<file path="config.mk">
export PLATFORM = sky130hd
export DESIGN_NAME = imu_offset_calibration
export DESIGN_NICKNAME = d
export VERILOG_FILES = /design/src/sv/imuc_pkg.sv /design/src/sv/imuc_front.sv /design/src/sv/imuc_queue.sv /design/src/sv/imuc_div.sv /design/src/sv/imuc_back.sv /design/src/sv/imu_offset_calibration.sv
export SDC_FILE = /design/constraint.sdc
export NUM_CORES = 2
export LEC_CHECK = 0
export ABC_AREA = 1
export CELL_PAD_IN_SITES_DETAIL_PLACEMENT = 2
export CELL_PAD_IN_SITES_GLOBAL_PLACEMENT = 2
export CORE_UTILIZATION = 43
export DETAILED_ROUTE_END_ITERATION = 8
export DONT_BUFFER_PORTS = 1
export PLACE_DENSITY_LB_ADDON = 0.08
export SKIP_LAST_GASP = 1
export SLEW_MARGIN = 10
export SYNTH_ARGS = -nofsm -noshare
export SYNTH_HDL_FRONTEND = slang
export SYNTH_SLANG_ARGS = --single-unit
</file>
<file path="constraint.sdc">
create_clock -name clk -period 15.3 [get_ports clk]
set_input_delay 1.53 -clock clk [delete_from_list [all_inputs] [get_ports clk]]
set_output_delay 1.53 -clock clk [all_outputs]
set_load 0.01 [all_outputs]
</file>
<file path="src/sv/imuc_pkg.sv">
// ----------------------------------------------------------------------------
// imuc_pkg
// Shared types and constants of the IMU offset calibration block: the input
// and result words, register indexes and the scaling constants.
// ----------------------------------------------------------------------------
package imuc_pkg;

    // One raw six-axis sample with its flags.
    typedef struct packed {
        logic signed [15:0] accel_x;
        logic signed [15:0] accel_y;
        logic signed [15:0] accel_z;
        logic signed [15:0] gyro_x;
        logic signed [15:0] gyro_y;
        logic signed [15:0] gyro_z;
        logic               sample_ok;
        logic               run_end;
    } in_word_t;

    // One calibration result.
    typedef struct packed {
        logic signed [11:0] accel_off_x;
        logic signed [11:0] accel_off_y;
        logic signed [11:0] accel_off_z;
        logic signed [11:0] gyro_off_x;
        logic signed [11:0] gyro_off_y;
        logic signed [11:0] gyro_off_z;
        logic               calib_status;
    } out_word_t;

    // Register indexes on the configuration port.
    localparam logic REG_ACCEL_RANGE = 1'b0;
    localparam logic REG_GYRO_RANGE  = 1'b1;

    localparam logic [1:0] RANGE_SEL_RESET = 2'd2;

    // Status codes.
    localparam logic STATUS_OK    = 1'b0;
    localparam logic STATUS_EMPTY = 1'b1;

    localparam int NUM_AXES  = 6;
    localparam int AXIS_W    = 3;
    localparam int LSB_W     = 15;
    localparam int MUL_W     = 12;
    localparam int PROD_W    = 16 + MUL_W;
    localparam int OFF_W     = 12;

    localparam logic [LSB_W-1:0] ACC_LSB_FULL = 15'd16384;
    localparam logic [MUL_W-1:0] ACC_MUL      = 12'd2000;
    localparam logic [MUL_W-1:0] GYR_MUL      = 12'd32;
    localparam logic [OFF_W-1:0] OFF_MAX      = 12'd2047;
    localparam logic [OFF_W-1:0] OFF_MIN      = 12'h800;

    // Axis holding gravity, whose target is one g.
    localparam logic [AXIS_W-1:0] AXIS_ACCEL_Z = 3'd2;
    localparam logic [AXIS_W-1:0] AXIS_LAST    = 3'd5;
    localparam logic [AXIS_W-1:0] AXIS_GYRO_0  = 3'd3;

    // Integer LSB per dps for each gyro full scale.
    function automatic logic [LSB_W-1:0] gyro_lsb(input logic [1:0] sel);
        logic [LSB_W-1:0] v;
        case (sel)
            2'd0:    v = 15'd131;
            2'd1:    v = 15'd65;
            2'd2:    v = 15'd32;
            default: v = 15'd16;
        endcase
        return v;
    endfunction

    function automatic logic [LSB_W-1:0] accel_lsb(input logic [1:0] sel);
        return ACC_LSB_FULL >> sel;
    endfunction

endpackage

</file>
<file path="src/sv/imuc_front.sv">
// ----------------------------------------------------------------------------
// imuc_front
// Accepts sample words, accumulates valid samples into six sums and a count,
// and hands a finished run to the job queue on the last word.
// ----------------------------------------------------------------------------
module imuc_front
    import imuc_pkg::*;
#(
    parameter int COUNT_BITS = 16,
    parameter int SUM_W      = COUNT_BITS + 16,
    parameter int JOB_W      = NUM_AXES * SUM_W + COUNT_BITS
) (
    input  logic             clk,
    input  logic             rst_n,
    input  logic             sample_valid,
    output logic             sample_ready,
    input  in_word_t         sample_data,
    input  logic             queue_full,
    output logic             push,
    output logic [JOB_W-1:0] push_job
);

    localparam logic [COUNT_BITS-1:0] COUNT_MAX = {COUNT_BITS{1'b1}};

    logic signed [SUM_W-1:0]  sum_reg  [NUM_AXES];
    logic signed [SUM_W-1:0]  sum_next [NUM_AXES];
    logic [COUNT_BITS-1:0]    count_reg;
    logic [COUNT_BITS-1:0]    count_next;
    logic [15:0]              axis_in  [NUM_AXES];
    logic                     accept;
    logic                     take;

    assign axis_in[0] = sample_data.accel_x;
    assign axis_in[1] = sample_data.accel_y;
    assign axis_in[2] = sample_data.accel_z;
    assign axis_in[3] = sample_data.gyro_x;
    assign axis_in[4] = sample_data.gyro_y;
    assign axis_in[5] = sample_data.gyro_z;

    assign sample_ready = !queue_full;
    assign accept       = sample_valid && sample_ready;
    // A saturated count freezes the run until its last word.
    assign take         = sample_data.sample_ok && (count_reg != COUNT_MAX);

    always_comb
    begin
        for (int i = 0; i < NUM_AXES; i++)
        begin
            sum_next[i] = take ? sum_reg[i] + {{(SUM_W-16){axis_in[i][15]}}, axis_in[i]}
                               : sum_reg[i];
        end
        count_next = take ? count_reg + 1'b1 : count_reg;
    end

    assign push = accept && sample_data.run_end;

    always_comb
    begin
        push_job = '0;
        for (int i = 0; i < NUM_AXES; i++)
        begin
            push_job[i*SUM_W +: SUM_W] = sum_next[i];
        end
        push_job[NUM_AXES*SUM_W +: COUNT_BITS] = count_next;
    end

    always_ff @(posedge clk or negedge rst_n)
    begin
        if (!rst_n)
        begin
            for (int i = 0; i < NUM_AXES; i++)
            begin
                sum_reg[i] <= '0;
            end
            count_reg <= '0;
        end
        else if (accept)
        begin
            for (int i = 0; i < NUM_AXES; i++)
            begin
                sum_reg[i] <= sample_data.run_end ? '0 : sum_next[i];
            end
            count_reg <= sample_data.run_end ? '0 : count_next;
        end
    end

endmodule

</file>
<file path="src/sv/imuc_queue.sv">
// ----------------------------------------------------------------------------
// imuc_queue
// Two-entry queue of finished runs between the accumulator and the solver.
// ----------------------------------------------------------------------------
module imuc_queue
    import imuc_pkg::*;
#(
    parameter int JOB_W = 112
) (
    input  logic             clk,
    input  logic             rst_n,
    input  logic             push,
    input  logic [JOB_W-1:0] push_job,
    output logic             full,
    output logic             job_valid,
    output logic [JOB_W-1:0] job,
    input  logic             pop
);

    logic [JOB_W-1:0] entry_reg [2];
    logic             wr_ptr_reg;
    logic             rd_ptr_reg;
    logic [1:0]       fill_reg;
    logic [1:0]       fill_next;

    assign full      = fill_reg[1];
    assign job_valid = (fill_reg != 2'd0);
    assign job       = entry_reg[rd_ptr_reg];

    always_comb
    begin
        fill_next = fill_reg;
        if (push && !pop)
        begin
            fill_next = fill_reg + 2'd1;
        end
        else if (pop && !push)
        begin
            fill_next = fill_reg - 2'd1;
        end
    end

    always_ff @(posedge clk)
    begin
        if (push)
        begin
            entry_reg[wr_ptr_reg] <= push_job;
        end
    end

    always_ff @(posedge clk or negedge rst_n)
    begin
        if (!rst_n)
        begin
            wr_ptr_reg <= 1'b0;
            rd_ptr_reg <= 1'b0;
            fill_reg   <= 2'd0;
        end
        else
        begin
            if (push)
            begin
                wr_ptr_reg <= !wr_ptr_reg;
            end
            if (pop)
            begin
                rd_ptr_reg <= !rd_ptr_reg;
            end
            fill_reg <= fill_next;
        end
    end

endmodule

</file>
<file path="src/sv/imuc_div.sv">
// ----------------------------------------------------------------------------
// imuc_div
// Unsigned restoring divider, one quotient bit per cycle.
// ----------------------------------------------------------------------------
module imuc_div
    import imuc_pkg::*;
#(
    parameter int DVD_W = 32,
    parameter int DVS_W = 16
) (
    input  logic             clk,
    input  logic             rst_n,
    input  logic             start,
    input  logic [DVD_W-1:0] dividend,
    input  logic [DVS_W-1:0] divisor,
    output logic             done,
    output logic [DVD_W-1:0] quotient
);

    localparam int CNT_W = $clog2(DVD_W + 1);

    logic [DVD_W-1:0] quo_reg;
    logic [DVS_W-1:0] rem_reg;
    logic [DVS_W-1:0] dvs_reg;
    logic [CNT_W-1:0] cnt_reg;
    logic             busy_reg;
    logic             done_reg;
    logic [DVS_W:0]   shifted;
    logic [DVS_W:0]   trial;

    assign shifted  = {rem_reg, quo_reg[DVD_W-1]};
    assign trial    = shifted - {1'b0, dvs_reg};
    assign done     = done_reg;
    assign quotient = quo_reg;

    always_ff @(posedge clk)
    begin
        if (start)
        begin
            quo_reg <= dividend;
            rem_reg <= '0;
            dvs_reg <= divisor;
        end
        else if (busy_reg)
        begin
            // The remainder stays below the divisor, so its top bit drops out.
            if (!trial[DVS_W])
            begin
                rem_reg <= trial[DVS_W-1:0];
                quo_reg <= {quo_reg[DVD_W-2:0], 1'b1};
            end
            else
            begin
                rem_reg <= shifted[DVS_W-1:0];
                quo_reg <= {quo_reg[DVD_W-2:0], 1'b0};
            end
        end
    end

    always_ff @(posedge clk or negedge rst_n)
    begin
        if (!rst_n)
        begin
            busy_reg <= 1'b0;
            done_reg <= 1'b0;
            cnt_reg  <= '0;
        end
        else
        begin
            done_reg <= 1'b0;
            if (start)
            begin
                busy_reg <= 1'b1;
                cnt_reg  <= CNT_W'(DVD_W);
            end
            else if (busy_reg)
            begin
                cnt_reg <= cnt_reg - 1'b1;
                if (cnt_reg == CNT_W'(1))
                begin
                    busy_reg <= 1'b0;
                    done_reg <= 1'b1;
                end
            end
        end
    end

endmodule

</file>
<file path="src/sv/imuc_back.sv">
// ----------------------------------------------------------------------------
// imuc_back
// Solver for one finished run: per axis it forms the mean, the raw offset and
// the scaled, rounded and clamped register value, then presents the result.
// ----------------------------------------------------------------------------
module imuc_back
    import imuc_pkg::*;
#(
    parameter int COUNT_BITS = 16,
    parameter int SUM_W      = COUNT_BITS + 16,
    parameter int JOB_W      = NUM_AXES * SUM_W + COUNT_BITS
) (
    input  logic             clk,
    input  logic             rst_n,
    input  logic             job_valid,
    input  logic [JOB_W-1:0] job,
    output logic             pop,
    input  logic [1:0]       accel_range_sel,
    input  logic [1:0]       gyro_range_sel,
    output logic             result_valid,
    input  logic             result_ready,
    output out_word_t        result_data
);

    localparam int DVD_W = (SUM_W > PROD_W) ? SUM_W : PROD_W;
    localparam int DVS_W = (COUNT_BITS > LSB_W) ? COUNT_BITS : LSB_W;

    localparam logic [2:0] ST_IDLE  = 3'd0;
    localparam logic [2:0] ST_LOAD  = 3'd1;
    localparam logic [2:0] ST_MEAN  = 3'd2;
    localparam logic [2:0] ST_OFF   = 3'd3;
    localparam logic [2:0] ST_ROUND = 3'd4;
    localparam logic [2:0] ST_SCALE = 3'd5;
    localparam logic [2:0] ST_OUT   = 3'd6;

    logic [2:0]              state_reg;
    logic [AXIS_W-1:0]       axis_reg;
    logic                    neg_reg;
    logic [15:0]             mean_reg;
    logic [PROD_W-1:0]       prod_reg;
    logic [OFF_W-1:0]        res_reg [NUM_AXES];
    logic                    status_reg;
    logic                    out_valid_reg;
    out_word_t               out_reg;

    logic signed [SUM_W-1:0] sums [NUM_AXES];
    logic [COUNT_BITS-1:0]   count;
    logic signed [SUM_W-1:0] cur_sum;
    logic [SUM_W-1:0]        sum_mag;
    logic                    is_accel;
    logic [LSB_W-1:0]        lsb;
    logic [LSB_W-1:0]        acc_lsb;
    logic [15:0]             target;
    logic [15:0]             offset;
    logic [MUL_W-1:0]        mul;
    logic [PROD_W-1:0]       prod_mag;
    logic [OFF_W-1:0]        clamped;

    logic                    div_start;
    logic [DVD_W-1:0]        div_dividend;
    logic [DVS_W-1:0]        div_divisor;
    logic                    div_done;
    logic [DVD_W-1:0]        div_quotient;
    logic                    out_free;

    always_comb
    begin
        for (int i = 0; i < NUM_AXES; i++)
        begin
            sums[i] = job[i*SUM_W +: SUM_W];
        end
        count = job[NUM_AXES*SUM_W +: COUNT_BITS];
    end

    assign cur_sum  = sums[axis_reg];
    assign sum_mag  = cur_sum[SUM_W-1] ? SUM_W'(-cur_sum) : cur_sum;
    assign is_accel = (axis_reg < AXIS_GYRO_0);
    assign acc_lsb  = accel_lsb(accel_range_sel);
    assign lsb      = is_accel ? acc_lsb : gyro_lsb(gyro_range_sel);
    assign mul      = is_accel ? ACC_MUL : GYR_MUL;

    // Gravity axis aims at one g with the sign of its mean; zero counts as plus.
    always_comb
    begin
        target = '0;
        if (axis_reg == AXIS_ACCEL_Z)
        begin
            target = mean_reg[15] ? 16'd0 - {1'b0, acc_lsb} : {1'b0, acc_lsb};
        end
    end

    assign offset   = target - mean_reg;
    assign prod_mag = prod_reg[PROD_W-1] ? PROD_W'(0) - prod_reg : prod_reg;

    // For the scaling, round half away from zero by adding half the divisor to the magnitude.
    always_comb
    begin
        div_start    = 1'b0;
        div_dividend = DVD_W'(sum_mag);
        div_divisor  = DVS_W'(count);
        if (state_reg == ST_LOAD)
        begin
            div_start = 1'b1;
        end
        else if (state_reg == ST_ROUND)
        begin
            div_start    = 1'b1;
            div_dividend = DVD_W'(prod_mag) + DVD_W'(lsb >> 1);
            div_divisor  = DVS_W'(lsb);
        end
    end

    always_comb
    begin
        if (neg_reg)
        begin
            clamped = (div_quotient > DVD_W'(2048)) ? OFF_MIN
                                                    : OFF_W'(0) - div_quotient[OFF_W-1:0];
        end
        else
        begin
            clamped = (div_quotient > DVD_W'(OFF_MAX)) ? OFF_MAX : div_quotient[OFF_W-1:0];
        end
    end

    imuc_div #(
        .DVD_W (DVD_W),
        .DVS_W (DVS_W)
    ) u_div (
        .clk      (clk),
        .rst_n    (rst_n),
        .start    (div_start),
        .dividend (div_dividend),
        .divisor  (div_divisor),
        .done     (div_done),
        .quotient (div_quotient)
    );

    assign out_free     = !out_valid_reg || result_ready;
    assign pop          = (state_reg == ST_OUT) && out_free;
    assign result_valid = out_valid_reg;
    assign result_data  = out_reg;

    always_ff @(posedge clk)
    begin
        case (state_reg)
            ST_IDLE:
            begin
                axis_reg   <= '0;
                status_reg <= (job_valid && (count == '0)) ? STATUS_EMPTY : STATUS_OK;
                if (job_valid && (count == '0))
                begin
                    for (int i = 0; i < NUM_AXES; i++)
                    begin
                        res_reg[i] <= '0;
                    end
                end
            end
            ST_LOAD:
            begin
                neg_reg <= cur_sum[SUM_W-1];
            end
            ST_MEAN:
            begin
                if (div_done)
                begin
                    mean_reg <= neg_reg ? 16'd0 - div_quotient[15:0] : div_quotient[15:0];
                end
            end
            ST_OFF:
            begin
                prod_reg <= {{(PROD_W-16){offset[15]}}, offset} * {{(PROD_W-MUL_W){1'b0}}, mul};
            end
            ST_ROUND:
            begin
                neg_reg <= prod_reg[PROD_W-1];
            end
            ST_SCALE:
            begin
                if (div_done)
                begin
                    res_reg[axis_reg] <= clamped;
                    axis_reg          <= axis_reg + 1'b1;
                end
            end
            ST_OUT:
            begin
                if (out_free)
                begin
                    out_reg.accel_off_x  <= res_reg[0];
                    out_reg.accel_off_y  <= res_reg[1];
                    out_reg.accel_off_z  <= res_reg[2];
                    out_reg.gyro_off_x   <= res_reg[3];
                    out_reg.gyro_off_y   <= res_reg[4];
                    out_reg.gyro_off_z   <= res_reg[5];
                    out_reg.calib_status <= status_reg;
                end
            end
            default:
            begin
                axis_reg <= '0;
            end
        endcase
    end

    always_ff @(posedge clk or negedge rst_n)
    begin
        if (!rst_n)
        begin
            state_reg     <= ST_IDLE;
            out_valid_reg <= 1'b0;
        end
        else
        begin
            // A new word loads as the old one leaves, so valid stays up.
            if ((state_reg == ST_OUT) && out_free)
            begin
                out_valid_reg <= 1'b1;
            end
            else if (result_ready)
            begin
                out_valid_reg <= 1'b0;
            end
            case (state_reg)
                ST_IDLE:
                begin
                    if (job_valid)
                    begin
                        state_reg <= (count == '0) ? ST_OUT : ST_LOAD;
                    end
                end
                ST_LOAD:
                begin
                    state_reg <= ST_MEAN;
                end
                ST_MEAN:
                begin
                    if (div_done)
                    begin
                        state_reg <= ST_OFF;
                    end
                end
                ST_OFF:
                begin
                    state_reg <= ST_ROUND;
                end
                ST_ROUND:
                begin
                    state_reg <= ST_SCALE;
                end
                ST_SCALE:
                begin
                    if (div_done)
                    begin
                        state_reg <= (axis_reg == AXIS_LAST) ? ST_OUT : ST_LOAD;
                    end
                end
                ST_OUT:
                begin
                    if (out_free)
                    begin
                        state_reg <= ST_IDLE;
                    end
                end
                default:
                begin
                    state_reg <= ST_IDLE;
                end
            endcase
        end
    end

endmodule

</file>
<file path="src/sv/imu_offset_calibration.sv">
// A run with no valid sample skips the solver and still gives its result word.
// Throughput: one sample word per cycle; the shared bit-serial divider, used twice per axis,
// sets the solve time. Input stalls while two finished runs are held: one being solved, one waiting.
// Reset: rst_n is asynchronous and active low; it clears the sums, the count, the queue, the
// output valid flag and sets both range selects to 2.
// ----------------------------------------------------------------------------
// imu_offset_calibration
// Six-axis IMU bias calibration by averaging: sums valid samples over a run
// and converts the per-axis means into clamped 12-bit offset register values.
// ----------------------------------------------------------------------------
module imu_offset_calibration
    import imuc_pkg::*;
#(
    parameter int COUNT_BITS = 16
) (
    input  logic        clk,
    input  logic        rst_n,

    // Sample words in.
    input  logic        sample_valid,
    output logic        sample_ready,
    input  in_word_t    sample_data,

    // Result words out.
    output logic        result_valid,
    input  logic        result_ready,
    output out_word_t   result_data,

    // Configuration port.
    input  logic        psel,
    input  logic        penable,
    input  logic        pwrite,
    input  logic [2:0]  paddr,
    input  logic [31:0] pwdata,
    output logic [31:0] prdata,
    output logic        pready
);

    // The sums are kept wide enough that a saturated count of full-scale
    // samples never overflows them.
    localparam int SUM_W = COUNT_BITS + 16;
    localparam int JOB_W = NUM_AXES * SUM_W + COUNT_BITS;

    logic [1:0]       accel_range_reg;
    logic [1:0]       gyro_range_reg;
    logic             cfg_write;
    logic             queue_full;
    logic             push;
    logic [JOB_W-1:0] push_job;
    logic             job_valid;
    logic [JOB_W-1:0] job;
    logic             pop;

    // Register file. The port never waits, and registers sit four bytes
    // apart, so the index is address bit two.
    assign pready    = 1'b1;
    assign cfg_write = psel && penable && pwrite;

    always_ff @(posedge clk or negedge rst_n)
    begin
        if (!rst_n)
        begin
            accel_range_reg <= RANGE_SEL_RESET;
            gyro_range_reg  <= RANGE_SEL_RESET;
        end
        else if (cfg_write)
        begin
            if (paddr[2] == REG_ACCEL_RANGE)
            begin
                accel_range_reg <= pwdata[1:0];
            end
            else
            begin
                gyro_range_reg <= pwdata[1:0];
            end
        end
    end

    assign prdata = (paddr[2] == REG_ACCEL_RANGE) ? {30'd0, accel_range_reg}
                                                  : {30'd0, gyro_range_reg};

    // Front end: accumulation at the full word rate while the queue has room.
    imuc_front #(
        .COUNT_BITS (COUNT_BITS),
        .SUM_W      (SUM_W),
        .JOB_W      (JOB_W)
    ) u_front (
        .clk          (clk),
        .rst_n        (rst_n),
        .sample_valid (sample_valid),
        .sample_ready (sample_ready),
        .sample_data  (sample_data),
        .queue_full   (queue_full),
        .push         (push),
        .push_job     (push_job)
    );

    // Finished runs wait here so that sampling of the next run carries on
    // while the solver is busy or its output is stalled.
    imuc_queue #(
        .JOB_W (JOB_W)
    ) u_queue (
        .clk       (clk),
        .rst_n     (rst_n),
        .push      (push),
        .push_job  (push_job),
        .full      (queue_full),
        .job_valid (job_valid),
        .job       (job),
        .pop       (pop)
    );

    // Back end: means, offsets and scaling, one axis after another. The
    // range selects are to be changed by the user only while the block is
    // idle; the block does not enforce this, and they are read directly.
    imuc_back #(
        .COUNT_BITS (COUNT_BITS),
        .SUM_W      (SUM_W),
        .JOB_W      (JOB_W)
    ) u_back (
        .clk             (clk),
        .rst_n           (rst_n),
        .job_valid       (job_valid),
        .job             (job),
        .pop             (pop),
        .accel_range_sel (accel_range_reg),
        .gyro_range_sel  (gyro_range_reg),
        .result_valid    (result_valid),
        .result_ready    (result_ready),
        .result_data     (result_data)
    );

endmodule

</file>
Yosys cells after proc, flatten, opt, wreduce, memory -nomap -nowiden
Memory sizes are Yosys's and may differ from the RTL's. A register that Yosys moved wholly into a read port is not among the register bits. Cells that the tools add are included.

Register bits after elaboration: 342. Word-level logic and storage cells: 176. Input port bits: 140. Output and inout bits: 108. Memories: 2. Memory bits (writable): 488.

Memory list: u_queue.entry_reg (depth 2, bits a word 208, read ports 1, clocked after Yosys merged registers in 0, write ports 1, RTL line imuc_queue.sv:20) `logic [JOB_W-1:0] entry_reg [2];`; u_back.res_reg (depth 6, bits a word 12, read ports 6, clocked after Yosys merged registers in 6, write ports 6, RTL line imuc_back.sv:41) `logic [OFF_W-1:0] res_reg [NUM_AXES];`.

Mux-type cells: 72. Reductions and logical operators: 32. Bitwise logic cells: 3. Magnitude comparators: 4. Shift operators: 1. Add/sub/neg operators: 19. Equal/unequal tests: 16. $mul: 1.

Operator list (number): $mux 32 (19); $add 32x32->32 (6); $mux 16 (8); $bmux 32 s3 (1); $mux 12 (4); $gt 32x11->1 const B (1); $gt 32x12->1 const B (1); $neg 32->32 (1); $add 28x14->29 (1); $mul 16x12->28 (1); $mux 28 (1); $sub 1x28->28 const A (1); $mux 3 (8); $pmux 8 s3 (1); $pmux 3 s7 (1); $mux 1 (20); $sub 17x16->17 (1); $add 16x1->16 const B (1); $logic_not 16->1 (1); $ne 16x16->1 const B (1); $sub 1x15->16 const A (1); $sub 1x16->16 const A (1); $sub 16x16->16 (1); $mux 15 (1); other kinds (33) (65).

Logic depth before layout (Yosys ltp)
Depth after elaboration: 9. Depth in mapped cells: 31. Gate-level depth less buffers: 31.

Hierarchy
Synthesis repeated with hierarchy kept, for this count alone.

Cell total of the unflattened synthesis: 7681. Area, all modules: 61056.1 um2.

Modules (own cells, without submodules): imuc_front (sequential area each 5205.0 um2, instances 1, area an instance 24770.0 um2, cells each 4322); imuc_back (sequential area each 5805.6 um2, instances 1, area an instance 16150.5 um2, cells each 2092); imuc_queue (sequential area each 12592.1 um2, instances 1, area an instance 15642.5 um2, cells each 671); imuc_div (sequential area each 1961.9 um2, instances 1, area an instance 4042.6 um2, cells each 535); imu_offset_calibration (sequential area each 102.6 um2, instances 1, area an instance 450.4 um2, cells each 61).

Least setup slack after synthesis
No wires, ideal clock.

Path type: input-to-reg. Start: input sample_valid. End: memory u_queue.entry_reg[0][0] in the netlist's numbering, enable pin. Stages on the path: 5. Setup time: 0.779 ns. Path slack: 3.857 ns. Path buffers: 1. Data arrival time: 10.664 ns. Data required time: 14.521 ns. Path through: nand2_1 clkbuf_1 nor2_1 inv_1 nor2_1.

Word-level cells in the longest chain between the ends: 4.

Ends and longest elaborated chain: from (decl) (RTL line imu_offset_calibration.sv:20) `input logic sample_valid,`; $logic_and 1x1->1 (RTL line imuc_front.sv:41) `assign accept = sample_valid && sample_ready;`; $logic_and 1x1->1 (RTL line imuc_front.sv:55) `assign push = accept && sample_data.run_end;`; named net push (RTL line imu_offset_calibration.sv:48) `logic push;`; $mux 1 (RTL line imuc_queue.sv:45) `if (push)`; $mux 1 (not written as such) (RTL line imuc_queue.sv:47) `entry_reg[wr_ptr_reg] <= push_job;`; to (decl) (RTL line imuc_queue.sv:20).

The timed path passes the listed nets, and every way through them passes these cells.

Final worst setup path
Start: register u_back.axis_reg[0]. End: register u_back.prod_reg[26] (data pin).

Word-level cells in the longest chain between the ends: 4. Elaborated cells on any way between the ends: 6. Classes of those cells: 1 x add/sub; 1 x mul; 1 x order compare; 1 x eq/ne; 2 x mux.

Ends and longest elaborated chain: from (decl) (RTL line imuc_back.sv:37) `logic [AXIS_W-1:0] axis_reg;`; from (signal assigned) (RTL line imuc_back.sv:183) `axis_reg <= axis_reg + 1'b1;`; $eq 3x2->1 (RTL line imuc_back.sv:86) `if (axis_reg == AXIS_ACCEL_Z)`; $mux 16 (RTL line imuc_back.sv:86); $sub 16x16->16 (RTL line imuc_back.sv:92) `assign offset = target - mean_reg;`; $mul 16x12->28 * (RTL line imuc_back.sv:172) `prod_reg <= {{(PROD_W-16){offset[15]}}, offset} * {{(PROD_W-MUL_W){1'b0}}, mul};`; to (signal assigned) (RTL line imuc_back.sv:172); to (decl) (RTL line imuc_back.sv:40) `logic [PROD_W-1:0] prod_reg;`.

Mark *: on every way between the ends. The rest lies on a longest branch, timed or not. A chain may end at the register's enable or synchronous reset.

==> flow_summary.json <==
{
  "cts-root-buf": "clkbuf_16",
  "port_buffers": 0,
  "finalMaxSlewViolations": 122,
  "path_max_fanout": 63,
  "postCtsSetupRepairBufs": 0,
  "synth_area_leaders": "edfxtp_1 35%, nand2_1 11%, dfrtp_1 10%",
  "violations": "slew limit",
  "wire_per_inst_um": 26.0,
  "avgSynthCellArea_sq_um": 8.31,
  "holdCritStartpoint": "u_back.res_reg[3][3]",
  "skew_ns": 0.0359,
  "cp_slowest_cell": "fa_1",
  "clockBufferDepth": 3,
  "startpoint": "u_back.axis_reg[0]",
  "antenna_found_initial": 4,
  "instances_no_fill": 8513,
  "peakVddDrop_uv": 86.4,
  "grt_pass1_wl_um": 336000,
  "yosys.area.top_type_share_pct": 35.1,
  "slowest_delay_ns": 0.55,
  "dieArea_sq_um": 131000,
  "tns_ns": 0,
  "path_class": "reg -> reg",
  "final_nets": 7201,
  "tritoncts": "yes",
  "netlist_area_sq_um": 55900,
  "drc_errors": 0,
  "ant_nets": 0,
  "cts_resized": 0,
  "rsz0062_at_grt": "no",
  "vias": 48833,
  "htreeDepth": 3,
  "relSlewSlack_pct": -28.4,
  "fin_crit_ns": 7.80,
  "p_leak_uw": 0.0275,
  "clock-sinks": 898,
  "worstPathRequired_ns": 15.75,
  "ios": 248,
  "clk_latency_ns": 0.73,
  "grt_pass1_vias": 54570,
  "core_sq_um": 128000,
  "final-hold-violation-count": 0,
  "floorplan.initialDensity_pct": 43.6,
  "track_usage_pct": 33.5,
  "post-synth-top-count-cell": "nand2_1",
  "syn_inst": 6728,
  "drive_gt1_share_pct": 5.09,
  "outcome": "finished with violations",
  "largest_reg_flops": 416,
  "ys_types": 61,
  "die_y_um": 363,
  "cp-start-kind": "register",
  "drv_cap": 0,
  "yosys.area.top_type": "edfxtp_1",
  "min_path_type": "reg -> reg",
  "ys.flop_type": "edfxtp_1",
  "grt_max_degree": 229,
  "cp_data_arrival_time_ns": 8.25,
  "drt_iter0_drc": 3014,
  "final_cell_area_sq_um": 61000,
  "ys_ff_latch": 898,
  "tightest_slew_ns": 1.93,
  "grt-ovfl-total": 0,
  "numCtsBuffers": 104,
  "wl_um": 221000,
  "cp_top_family": "adder cells",
  "syn_to_final_growth_pct": 9.22,
  "r2r_start": "u_back.axis_reg[0]",
  "fmax_mhz": 128,
  "end_kind": "register",
  "hold_buffers": 0,
  "critPathBufInv": 7,
  "drt_first_pass_iters": 6,
  "async_flop_share_pct": 25.4,
  "yosysWarnings": 0,
  "die_x_um": 363,
  "post_dp_cell_area_sq_um": 57500,
  "synth_common_cells": "1588 x nand2_1, 798 x inv_1, 789 x nor2_1, 654 x edfxtp_1, 540 x o21ai_0",
  "ys_seq_area_share_pct": 45.9,
  "clk_pin_slew_ns": 0.07,
  "routabilityCongestion": 0.894,
  "hpwl_um": 160000,
  "synth-edff-count": 654,
  "setup_viol": 0,
  "dp_cells": 8313,
  "p_per_area_nw_per_um2": 101,
  "min_period_over_period_pct": 51.0,
  "via_per_inst": 5.74,
  "rows": 131
}
## placed cells by master, fill, tap and decap left out, types with 14 or more instances in the layout
| cell type | count |
|---|---|
| nand2_1 | 1587 |
| nor4_1 | 24 |
| clkbuf_1 | 23 |
| a21oi_1 | 381 |
| a22o_1 | 25 |
| dfrtp_1 | 225 |
| clkinv_1 | 14 |
| a21o_1 | 32 |
| inv_1 | 795 |
| xor2_1 | 99 |
| o211ai_1 | 29 |
| o21ai_1 | 74 |
| a21boi_0 | 17 |
| or2_2 | 73 |
| nand4_1 | 42 |
| clkinv_2 | 17 |
| nor2_1 | 781 |
| nor2_2 | 18 |
| nand3b_1 | 31 |
| dfxtp_1 | 16 |
| o22ai_1 | 41 |
| fa_1 | 84 |
| buf_4 | 44 |
| ha_1 | 287 |
| clkbuf_16 | 106 |
| xnor2_1 | 43 |
| o21a_1 | 25 |
| conb_1 | 47 |
| o21bai_1 | 39 |
| o21ai_0 | 540 |
| edfxtp_1 | 654 |
| nor3_1 | 58 |
| nand3_1 | 358 |
## path summary, 6_finish.rpt
kind	endpoint	slack [ns]	cells past startpoint
max	u_back.prod_reg[26]	7.50	29
min	result_data[28]	0.42	0
max reg2reg	u_back.prod_reg[26]	7.50	29
min reg2reg	result_data[28]	0.42	0
max in group asynchronous	u_back.u_div.cnt_reg[1]	13.25	0
min in group asynchronous	u_queue.fill_reg[1]	0.50	0
## area by class of cell
cell class	instances	area, sq um
Multi-Input combinational cell	4828	26200
Sequential cell	898	25700
Inverter	811	3060
Fill cell	14319	67100
Antenna cell	2	5.00
Timing Repair Buffer	47	390
Clock buffer	138	2860
Clock inverter	60	712
Tap cell	1729	2160
## stage by stage
step / utilization (%) / power [uW] / worst slack, ns / hold slack (ns)
floorplan: - / 3290 / 3.86 / 0.400
global placement: 44.8 / 3480 / 8.31 / 0.404
detailed placement: 44.8 / 3550 / 7.90 / 0.405
CTS: 47.6 / 6220 / 7.48 / 0.421
global route: 47.6 / 6380 / 7.19 / 0.426
finish: 47.6 / 6190 / 7.50 / 0.421
## power by group
| part | internal [uW] | switching, uW | total [uW] |
|---|---|---|---|
| clock network | 1550 | 1120 | 2670 |
| registers | 2680 | 64.8 | 2750 |
| logic | 240 | 534 | 775 |
| total | 4470 | 1720 | 6190 |
## worst reg2reg max path: cells and delay by family (launching register included)
kind                       cells  cell delay [ns]
xor gates and xnor gates       2             0.22
buffers and inverters          7             1.19
and+or+nand+nor                5             0.98
DFF                            1             0.42
AOI/OAI and AO/OA              7             1.23
adders and majority gates      8             3.50
## cell families after synthesis
logic type      Yosys count  share of synthesized area (%)
xor+xnor                143                           2.25
fa+ha+maj               371                           9.43
flops                   898                           45.9
other cells               2                         0.0134
mux                       8                          0.143
compound gates         1251                           12.4
simple gates           3008                           22.2
buf+inv                1047                           7.65
## routing by layer
| layer | track usage [%] | wire [um] | vias to the layer above |
|---|---|---|---|
| li1 | - | - | 22227 |
| met4 | 16.2 | 11700 | 2 |
| met2 | 59.9 | 112000 | 1091 |
| met1 | 39.9 | 89000 | 25101 |
| met5 | 0 | 12 | - |
| met3 | 3.93 | 8310 | 412 |
No activity file was read; power rests on OpenSTA's default activity.
